$ cat config.mk
export PLATFORM = sky130hd
export DESIGN_NAME = cordic_vector_rotator
export DESIGN_NICKNAME = d
export VERILOG_FILES = /design/src/hw/rtl/cvr_pkg.sv /design/src/hw/rtl/cvr_rot_unit.sv /design/src/hw/rtl/cordic_vector_rotator.sv
export SDC_FILE = /design/constraint.sdc
export NUM_CORES = 1
export LEC_CHECK = 0
export BUFFER_PORTS_ARGS = -buffer_cell sky130_fd_sc_hd__buf_2
export CAP_MARGIN = 30
export CORE_MARGIN = 5
export CORE_UTILIZATION = 55
export DETAILED_ROUTE_END_ITERATION = 10
export PLACE_DENSITY = 0.73
export SLEW_MARGIN = 20
export SYNTH_ARGS = -nofsm -noshare
export SYNTH_HDL_FRONTEND = slang
export SYNTH_HIERARCHICAL = 1
export SYNTH_SLANG_ARGS = --single-unit
$ cat constraint.sdc
create_clock -name clk_i -period 7.37 [get_ports clk_i]
set_clock_uncertainty 0.05 [all_clocks]
set_input_delay 0.3685 -clock clk_i [delete_from_list [all_inputs] [get_ports clk_i]]
set_output_delay 0.3685 -clock clk_i [all_outputs]
set_load 0.02 [all_outputs]
$ cat src/hw/rtl/cvr_pkg.sv
// ----------------------------------------------------------------------------
// CORDIC vector rotator package
// Shared types, constants and the arctangent table for the rotator.
// ----------------------------------------------------------------------------
package cvr_pkg;

  // Width of the internal Q7 coordinate registers.
  localparam int unsigned CoordW = 16;
  // Width of the signed residual angle register.
  localparam int unsigned AngleW = 10;
  // Width of the micro-rotation index.
  localparam int unsigned IterW  = 3;

  // Quarter turn in Q7 radians.
  localparam logic signed [AngleW-1:0] HalfPiQ7 = 10'sd201;

  // Quadrant codes left by the angle reduction.
  localparam logic [1:0] Quad0 = 2'd0;
  localparam logic [1:0] Quad1 = 2'd1;
  localparam logic [1:0] Quad2 = 2'd2;
  localparam logic [1:0] Quad3 = 2'd3;

  // Sequencer states, one-hot.
  typedef enum logic [3:0] {
    StIdle   = 4'b0001,
    StReduce = 4'b0010,
    StRotate = 4'b0100,
    StFix    = 4'b1000
  } cvr_state_e;

  // Working vector carried between the sequencer and the rotation unit.
  typedef struct packed {
    logic signed [CoordW-1:0] x;
    logic signed [CoordW-1:0] y;
    logic signed [AngleW-1:0] a;
  } cvr_vec_t;

  // Arctangent of 2^-i in Q7 radians.
  function automatic logic signed [AngleW-1:0] atan_q7(logic [IterW-1:0] i);
    logic signed [AngleW-1:0] r;
    case (i)
      3'd0:    r = 10'sh064;
      3'd1:    r = 10'sh03B;
      3'd2:    r = 10'sh01F;
      3'd3:    r = 10'sh010;
      3'd4:    r = 10'sh008;
      3'd5:    r = 10'sh004;
      3'd6:    r = 10'sh002;
      3'd7:    r = 10'sh001;
      default: r = 10'sh000;
    endcase
    return r;
  endfunction

endpackage

$ cat src/hw/rtl/cvr_rot_unit.sv
// ----------------------------------------------------------------------------
// CORDIC micro-rotation unit
// One shift-add step in rotation mode, shared by all iterations.
// ----------------------------------------------------------------------------
module cvr_rot_unit (
  input  cvr_pkg::cvr_vec_t           vec_i,
  input  logic [cvr_pkg::IterW-1:0]   iter_i,
  output cvr_pkg::cvr_vec_t           vec_o
);

  logic signed [cvr_pkg::CoordW-1:0] dx;
  logic signed [cvr_pkg::CoordW-1:0] dy;
  logic signed [cvr_pkg::AngleW-1:0] step;

  // Scaled cross terms and the table angle for this step.
  assign dx   = vec_i.x >>> iter_i;
  assign dy   = vec_i.y >>> iter_i;
  assign step = cvr_pkg::atan_q7(iter_i);

  // Rotate toward zero residual angle; the sign of the angle picks direction.
  always_comb begin
    if (!vec_i.a[cvr_pkg::AngleW-1]) begin
      vec_o.x = vec_i.x - dy;
      vec_o.y = vec_i.y + dx;
      vec_o.a = vec_i.a - step;
    end else begin
      vec_o.x = vec_i.x + dy;
      vec_o.y = vec_i.y - dx;
      vec_o.a = vec_i.a + step;
    end
  end

endmodule

$ cat src/hw/rtl/cordic_vector_rotator.sv
// An item is taken only while idle: the angle is reduced by quarter turns,
// ITERATIONS micro-rotations run on the single shared micro-rotation unit
// (one step per cycle), and the fix-up writes the output register once it is
// free or draining, and no new item is taken before that write.
// Reset clears state, iteration, quadrant and output valid; not the datapath.
// ----------------------------------------------------------------------------
// CORDIC vector rotator
// Rotates a signed 8-bit point by a Q7 angle with an iterative CORDIC core.
// ----------------------------------------------------------------------------
module cordic_vector_rotator #(
  parameter int unsigned ITERATIONS = 8
) (
  input  logic              clk_i,
  input  logic              rst_ni,
  input  logic              in_valid_i,
  output logic              in_ready_o,
  input  logic [8:0]        angle_i,
  input  logic signed [7:0] point_x_i,
  input  logic signed [7:0] point_y_i,
  output logic              out_valid_o,
  input  logic              out_ready_i,
  output logic signed [7:0] rotated_x_o,
  output logic signed [7:0] rotated_y_o
);

  localparam logic [cvr_pkg::IterW-1:0] LastIter = cvr_pkg::IterW'(ITERATIONS - 1);

  cvr_pkg::cvr_state_e               state_q, state_d;
  cvr_pkg::cvr_vec_t                 vec_q, vec_d, vec_rot;
  logic [cvr_pkg::IterW-1:0]         iter_q, iter_d;
  logic [1:0]                        quad_q, quad_d;
  logic                              out_valid_q, out_valid_d;
  logic signed [7:0]                 res_x_q, res_x_d;
  logic signed [7:0]                 res_y_q, res_y_d;
  logic signed [7:0]                 gx, gy;

  // Gain compensation by 77/128, then drop seven fraction bits (low byte kept).
  function automatic logic signed [7:0] gain_fix(logic signed [15:0] v);
    logic signed [17:0] s;
    s = 18'(v >>> 7) + 18'(v >>> 5) + 18'(v >>> 4) + 18'(v >>> 1);
    return s[14:7];
  endfunction

  // Shared micro-rotation unit.
  cvr_rot_unit u_rot (
    .vec_i  (vec_q),
    .iter_i (iter_q),
    .vec_o  (vec_rot)
  );

  assign gx = gain_fix(vec_q.x);
  assign gy = gain_fix(vec_q.y);

  assign in_ready_o  = (state_q == cvr_pkg::StIdle);
  assign out_valid_o = out_valid_q;
  assign rotated_x_o = res_x_q;
  assign rotated_y_o = res_y_q;

  // Sequencer: load, reduce, rotate, then fix up into the output register.
  always_comb begin
    state_d     = state_q;
    vec_d       = vec_q;
    iter_d      = iter_q;
    quad_d      = quad_q;
    res_x_d     = res_x_q;
    res_y_d     = res_y_q;
    out_valid_d = out_valid_q;
    if (out_valid_q && out_ready_i) begin
      out_valid_d = 1'b0;
    end
    case (state_q)
      cvr_pkg::StIdle: begin
        if (in_valid_i) begin
          vec_d.x = {point_x_i[7], point_x_i, 7'b0};
          vec_d.y = {point_y_i[7], point_y_i, 7'b0};
          vec_d.a = {1'b0, angle_i};
          quad_d  = cvr_pkg::Quad0;
          iter_d  = '0;
          state_d = cvr_pkg::StReduce;
        end
      end
      cvr_pkg::StReduce: begin
        if (vec_q.a >= cvr_pkg::HalfPiQ7) begin
          vec_d.a = vec_q.a - cvr_pkg::HalfPiQ7;
          quad_d  = quad_q + 2'd1;
        end else begin
          state_d = cvr_pkg::StRotate;
        end
      end
      cvr_pkg::StRotate: begin
        vec_d  = vec_rot;
        iter_d = iter_q + 1'b1;
        if (iter_q == LastIter) begin
          state_d = cvr_pkg::StFix;
        end
      end
      cvr_pkg::StFix: begin
        // Wait until the output register is free or being drained.
        if (!out_valid_q || out_ready_i) begin
          case (quad_q)
            cvr_pkg::Quad1: begin
              res_x_d = -gy;
              res_y_d = gx;
            end
            cvr_pkg::Quad2: begin
              res_x_d = -gx;
              res_y_d = -gy;
            end
            cvr_pkg::Quad3: begin
              res_x_d = gy;
              res_y_d = -gx;
            end
            default: begin
              res_x_d = gx;
              res_y_d = gy;
            end
          endcase
          out_valid_d = 1'b1;
          state_d     = cvr_pkg::StIdle;
        end
      end
      default: begin
        state_d = cvr_pkg::StIdle;
      end
    endcase
  end

  // Control registers.
  always_ff @(posedge clk_i or negedge rst_ni) begin
    if (!rst_ni) begin
      state_q     <= cvr_pkg::StIdle;
      iter_q      <= '0;
      quad_q      <= cvr_pkg::Quad0;
      out_valid_q <= 1'b0;
    end else begin
      state_q     <= state_d;
      iter_q      <= iter_d;
      quad_q      <= quad_d;
      out_valid_q <= out_valid_d;
    end
  end

  // Datapath registers.
  always_ff @(posedge clk_i) begin
    vec_q   <= vec_d;
    res_x_q <= res_x_d;
    res_y_q <= res_y_d;
  end

  // A 9-bit angle never needs more than two quarter turns.
  a_quad_range: assert property (@(posedge clk_i) disable iff (!rst_ni)
    quad_q != cvr_pkg::Quad3)
    else $error("quadrant count out of range");

  // Rotation starts from the first step with a reduced, nonnegative angle.
  a_rot_start: assert property (@(posedge clk_i) disable iff (!rst_ni)
    $rose(state_q == cvr_pkg::StRotate) |->
      (iter_q == '0) && !vec_q.a[cvr_pkg::AngleW-1] && (vec_q.a < cvr_pkg::HalfPiQ7))
    else $error("rotation entered with bad iteration or angle");

  // Rotation only leaves toward the fix-up step.
  a_rot_exit: assert property (@(posedge clk_i) disable iff (!rst_ni)
    (state_q == cvr_pkg::StRotate) |=>
      (state_q == cvr_pkg::StRotate) || (state_q == cvr_pkg::StFix))
    else $error("rotation left to an unexpected state");

  // A result appears only when the fix-up step completes.
  a_out_src: assert property (@(posedge clk_i) disable iff (!rst_ni)
    $rose(out_valid_q) |-> $past(state_q == cvr_pkg::StFix))
    else $error("output valid raised outside fix-up");

endmodule

==> results of run 1 <==
## per-layer routing
layer / vias to the layer above / GRT usage, % / part of all wire, %
met4: 0 / 7.02 / 2.1
met5: - / 0 / 0
li1: 4048 / - / -
met1: 3933 / 33.5 / 46
met3: 44 / 3.14 / 6.0
met2: 300 / 38.6 / 46
## worst min-delay path, stage by stage
cell,delay [ps]
buf_2,70
nand2_1,40
nand2_1,50
## synth_stat cells (all sizes together), types with 15 or more instances
library cell / n
a31oi: 15
clkbuf: 24
xor2: 39
inv: 104
o21ai: 50
ha: 90
a21oi: 67
edfxtp: 58
xnor2: 53
fa: 43
nand2b: 22
buf: 18
mux2: 15
and3: 20
nor3: 33
mux4: 23
nor2: 66
mux2i: 34
nand2: 111
## stage by stage
step / utilization, % / area (um^2) / hold slack, ps
finish: 59.4 / 10600 / 231
global route: 59.4 / 10600 / 241
CTS: 59.4 / 10600 / 223
detailed placement: 57.7 / 10300 / 199
global placement: 57.7 / 10300 / 201
floorplan: - / 9950 / 22.9
## worst min path at each step
stage                  to         start
2_1_floorplan   iter_q[0]        rst_ni
3_3_place_gp   state_q[2]        rst_ni
3_5_place_dp   state_q[2]        rst_ni
4_1_cts         vec_q[22]  point_y_i[5]
5_1_grt         vec_q[17]  point_y_i[0]
6_report        vec_q[23]  point_y_i[6]
## sequential cells by signal, indices dropped and copies added (netlist names)
register and cells:
out_valid_o 1, quad_q 2, vec_q 42, iter_q 3
state_q 4, rotated_x_o 8, rotated_y_o 8
## timing repair
item | CTS | global route
hold buffers | 1 | 0
hold endpoints to repair | 9 | 0
setup buffers | 0 | 0
## cells by family after synthesis
logic type	share of synthesized area, %
DFF	20.0
adders and majority gates	20.0
buffers and inverters	6.10
xor gates and xnor gates	8.40
AOI/OAI and AO/OA	19.0
muxes	10.5
and+or+nand+nor	16.1
## cell type report
| type | count | area [um^2] |
|---|---|---|
| multi-input cells | 886 | 7350 |
| fillers | 1576 | 7260 |
| flip-flops and latches | 68 | 2000 |
| inverters | 105 | 394 |
| repair buffers | 58 | 323 |
| well taps | 229 | 287 |
| clock buffers | 9 | 225 |
| clock inverters | 6 | 66.3 |
==> impl_metrics.py, run 1 <==
metrics = {
    "grt": {
        "grt_overflow": 0,
        "grt_pass1_wl_mm": 39.9,
        "grt_pass1_vias": 7896,
        "antenna_found_initial": 0,
        "grt_usage_pct": 23.8,
        "grt_max_degree": 45,
    },
    "place": {
        "place_ws_ps": 2510,
        "dp_hpwl_mm": 18.0,
        "dpl.cell_count": 1344,
        "numPortBuffers": 46,
        "place_congestion": 0.906,
    },
    "floorplan": {
        "start_util_pct": 55.6,
        "die_height_um": 145,
        "rows": 49,
        "die_area_um2": 20900,
        "coreArea_um2": 17900,
        "io_pins": 47,
        "die_w_um": 145,
    },
    "timing": {
        "finalCritPeriodShare_pct": 67.8,
        "worst_slack_ps": 2370,
        "setup_tns_ps": 0,
        "finalHoldViolations": 0,
        "slew_headroom_pct": 36.3,
        "max_freq_mhz": 200,
        "rsz0062_at_grt": "no",
        "tightestPinTransition_ps": 955,
        "finalSetupViolCount": 0,
        "slew_viol_final": 0,
        "layout_min_cycle_time_ps": 5000,
    },
    "worst_setup_path": {
        "worstPathMaxFanout": 41,
        "cp.depth": 19,
        "r2r_start": "iter_q[1]",
        "critical_path_class": "flip-flop to flip-flop",
        "cp.arrival_ps": 5030,
        "cp_slowest_cell": "inv_1",
        "cpLargestDelayFamily": "compound AO/OA/AOI/OAI gates",
        "crit_path_start": "iter_q[1]",
        "r2r_end": "vec_q[9]",
        "start_kind": "flip-flop",
        "r2r_cells": 19,
        "endpoint": "vec_q[9]",
        "path_cells": "buf_4, inv_1, ha_1, inv_1, nor2_1, a21oi_1, ha_1, nor2_1, a21oi_1, ha_1, a21o_1, a21oi_1, o21bai_1, a21oi_1, o21ai_0, a2111oi_0, nor3_1, nand2_1, o21ai_0",
        "cp-end-kind": "flip-flop",
        "path_buf_inv": 3,
        "cp_common_cell": "a21oi_1",
        "required_ps": 7400,
        "reg2reg_setup_slack_ps": 2370,
        "slowest_delay_ps": 550,
    },
    "final_layout": {
        "num_antenna_cells": 0,
        "drive_gt1_share_pct": 12.1,
        "layout_common_cells": "nand2_1 (111), inv_1 (104), ha_1 (90)",
        "final_nets": 1290,
        "syn_to_final_growth_pct": 6.94,
        "final_common_cell": "nand2_1",
        "finalNonFillerCells": 1361,
    },
    "yosys": {
        "synth_ff_type": "edfxtp_1",
        "synth-seq-cells": 68,
        "syn_avg_cell_area_um2": 9.04,
        "synth_area_um2": 9950,
        "ys_async_sr_fraction_pct": 14.7,
        "synth_cell_types": 96,
        "seq_area_frac_synth_pct": 20.0,
        "synthCells": 1101,
        "ys_top_cells_by_area": "edfxtp_1 (18%), ha_1 (11%), fa_1 (8.6%)",
        "synth_top_cell_area_share_pct": 17.5,
        "synth_top_cell_by_area": "edfxtp_1",
        "ys.warnings.count": 6,
        "synth.net_count": 1263,
        "synth_edf_count": 58,
    },
    "clocking": {
        "cts_buffers": 9,
        "clockBufferDepth": 2,
        "cts.repair.resized": 0,
        "htreeDepth": 3,
        "cts.sinks": 68,
        "clkLatencyLatePin_ps": 350,
        "cts_tree": "yes",
        "clkSlewWorstSetupHoldPaths_ps": 60,
        "cts_root_buf": "clkbuf_16",
    },
    "routing": {
        "avgRoutedWirePerCell_um": 17.7,
        "initialDrtViolationCount": 676,
        "dr.pass1.iters": 5,
        "vias": 8325,
        "post_drt_via_cell_ratio": 6.12,
        "totalWireLength_mm": 24.1,
        "ant_nets": 0,
        "drc": 0,
    },
    "hold_path": {
        "holdPathStages": 3,
        "hp-class": "primary input to flip-flop",
    },
    "flow_run": {
        "cap_violations": 0,
    },
    "outcome": {
        "status": "completed",
    },
}
Power of run 1 is not shown: default switching activity piles up to over one toggle a cycle in this logic, so the estimate is an artifact.
==> inputs of run 2 (changes only) <==
- PLACE_DENSITY: 0.73 -> 0.75
- clock period: 7.37 -> 4.4 ns (I/O delays scaled with it)
==> impl_metrics.py, run 2 (synthesis gave the netlist of run 1 again) <==
metrics = {
    "outcome": {
        "status": "completed",
    },
    "routing": {
        "avgRoutedWirePerCell_um": 18.0,
        "drc": 0,
        "ant_nets": 0,
        "post_drt_via_cell_ratio": 6.02,
        "dr.pass1.iters": 6,
        "initialDrtViolationCount": 631,
        "vias": 8826,
        "totalWireLength_mm": 26.4,
    },
    "timing": {
        "tightestPinTransition_ps": 860,
        "max_freq_mhz": 233,
        "finalHoldViolations": 0,
        "layout_min_cycle_time_ps": 4300,
        "finalCritPeriodShare_pct": 97.7,
        "setup_tns_ps": 0,
        "slew_viol_final": 0,
        "finalSetupViolCount": 0,
        "rsz0062_at_grt": "yes",
        "slew_headroom_pct": 41.2,
        "fin_hold_ws_ps": 82.5,
    },
    "grt": {
        "grt_max_degree": 49,
        "grt_pass1_vias": 8477,
        "antenna_found_initial": 0,
        "grt_usage_pct": 25.1,
        "grt_pass1_wl_mm": 42.0,
        "grt_overflow": 0,
    },
    "final_layout": {
        "nFillCells": 1497,
        "layout_common_cells": "nand2_1 (110), buf_4 (108), inv_1 (85), ha_1 (85), nor2_1 (65)",
        "final_common_cell": "nand2_1",
        "multi_input_area_um2": 7530,
        "num_antenna_cells": 0,
        "regMostFlops": "vec_q",
        "finalNonFillerCells": 1465,
        "largest_register_ffs": 42,
        "stdcell_area_um2": 11600,
        "syn_to_final_growth_pct": 17.0,
        "seq_area_um2": 2000,
        "final_nets": 1393,
        "drive_gt1_share_pct": 23.5,
    },
    "worst_setup_path": {
        "slowest_delay_ps": 520,
        "cp.arrival_ps": 4340,
        "r2r_end": "rotated_y_o[6]",
        "path_cells": "inv_2, fa_1, fa_1, inv_1, ha_1, o21ai_1, nand2b_1, a2111oi_4, o31ai_2, xor2_2, buf_4, nor3b_4, or3b_4, mux2i_1, o221ai_1",
        "worstPathMaxFanout": 4,
        "critical_path_class": "flip-flop to flip-flop",
        "start_kind": "flip-flop",
        "required_ps": 4440,
        "cp_common_cell": "fa_1",
        "cpLargestDelayFamily": "adder cells",
        "path_buf_inv": 3,
        "r2r_start": "vec_q[19]",
        "r2r_cells": 15,
        "cp_slowest_cell": "fa_1",
        "reg2reg_setup_slack_ps": 100,
        "cp-end-kind": "flip-flop",
        "endpoint": "rotated_y_o[6]",
        "crit_path_start": "vec_q[19]",
        "cp.depth": 15,
    },
    "floorplan": {
        "die_height_um": 145,
        "die_area_um2": 20900,
        "rows": 49,
        "io_pins": 47,
        "coreArea_um2": 17900,
        "die_w_um": 145,
        "start_util_pct": 55.6,
    },
    "place": {
        "dp_hpwl_mm": 19.8,
        "postPlaceCellArea_um2": 11000,
        "dpl.cell_count": 1427,
        "place_congestion": 0.924,
        "numPortBuffers": 46,
    },
    "clocking": {
        "cts_buffers": 9,
        "cts_root_buf": "clkbuf_16",
        "cts.sinks": 68,
        "clkLatencyLatePin_ps": 360,
        "clockBufferDepth": 2,
        "htreeDepth": 3,
        "clkSlewWorstSetupHoldPaths_ps": 70,
        "cts_tree": "yes",
    },
    "hold_path": {
        "hp-class": "primary input to flip-flop",
    },
    "flow_run": {
        "cap_violations": 0,
    },
}
==> run 2: cell types whose count changed in the layout (fill, tap and decap cells not counted), moves of 4 or more <==
cell     change
inv_1       -19
o21ai_1      +6
a21oi_1      -4
ha_2         +4
o21ai_0      -6
buf_4       +98
ha_1         -5
inv_2       +18
==> run 2: stage by stage <==
| stage | setup slack [ps] | util (%) |
|---|---|---|
| final | 99.1 | 65.0 |
| after global routing | -63.4 | 65.0 |
| after CTS | 10.1 | 63.0 |
| after detailed placement | -0.646 | 61.3 |
| after global placement | 87.0 | 61.3 |
| after floorplan | 99.2 | - |
==> run 2: how the worst min path moves through the flow <==
stage	startpoint	to	slack, ps	depth (start not counted)
final	point_x_i[5]	vec_q[38]	80	3
after global routing	point_x_i[4]	vec_q[37]	90	3
after floorplan	rst_ni	iter_q[0]	-130	0
after global placement	rst_ni	state_q[3]	50	1
after detailed placement	rst_ni	state_q[3]	50	1
after CTS	point_x_i[5]	vec_q[38]	70	3
==> run 2: cell type report <==
class                      count  area share (%)
multi-input combinational    886            64.7
sequential                    68            17.2
timing repair buffer         161            9.68
inverter                     105            3.42
tap                          229            2.46
clock buffer                   9            1.93
clock inverter                 7           0.645
==> run 2: tightest hold or removal path: cells and delay by family <==
family	cells	cell delay (ps)
AND/OR/NAND/NOR	2	90
buffers and inverters	1	70
==> run 2: repair_timing <==
action	in CTS	in global routing
gates resized for setup	2	73
hold buffers	1	0
pin swaps	0	25
setup endpoints to repair	1	20
hold endpoints to repair	10	0
buffers inserted	0	20
==> run 2: per-layer routing <==
metal / vias up / routed length [um] / track usage (%)
met5: - / 0 / 0
met4: 0 / 571 / 7.22
met3: 48 / 1560 / 3.57
met2: 316 / 12800 / 42.8
met1: 4203 / 11500 / 33.4
li1: 4259 / - / -
Power of run 2 is left out for the same reason.
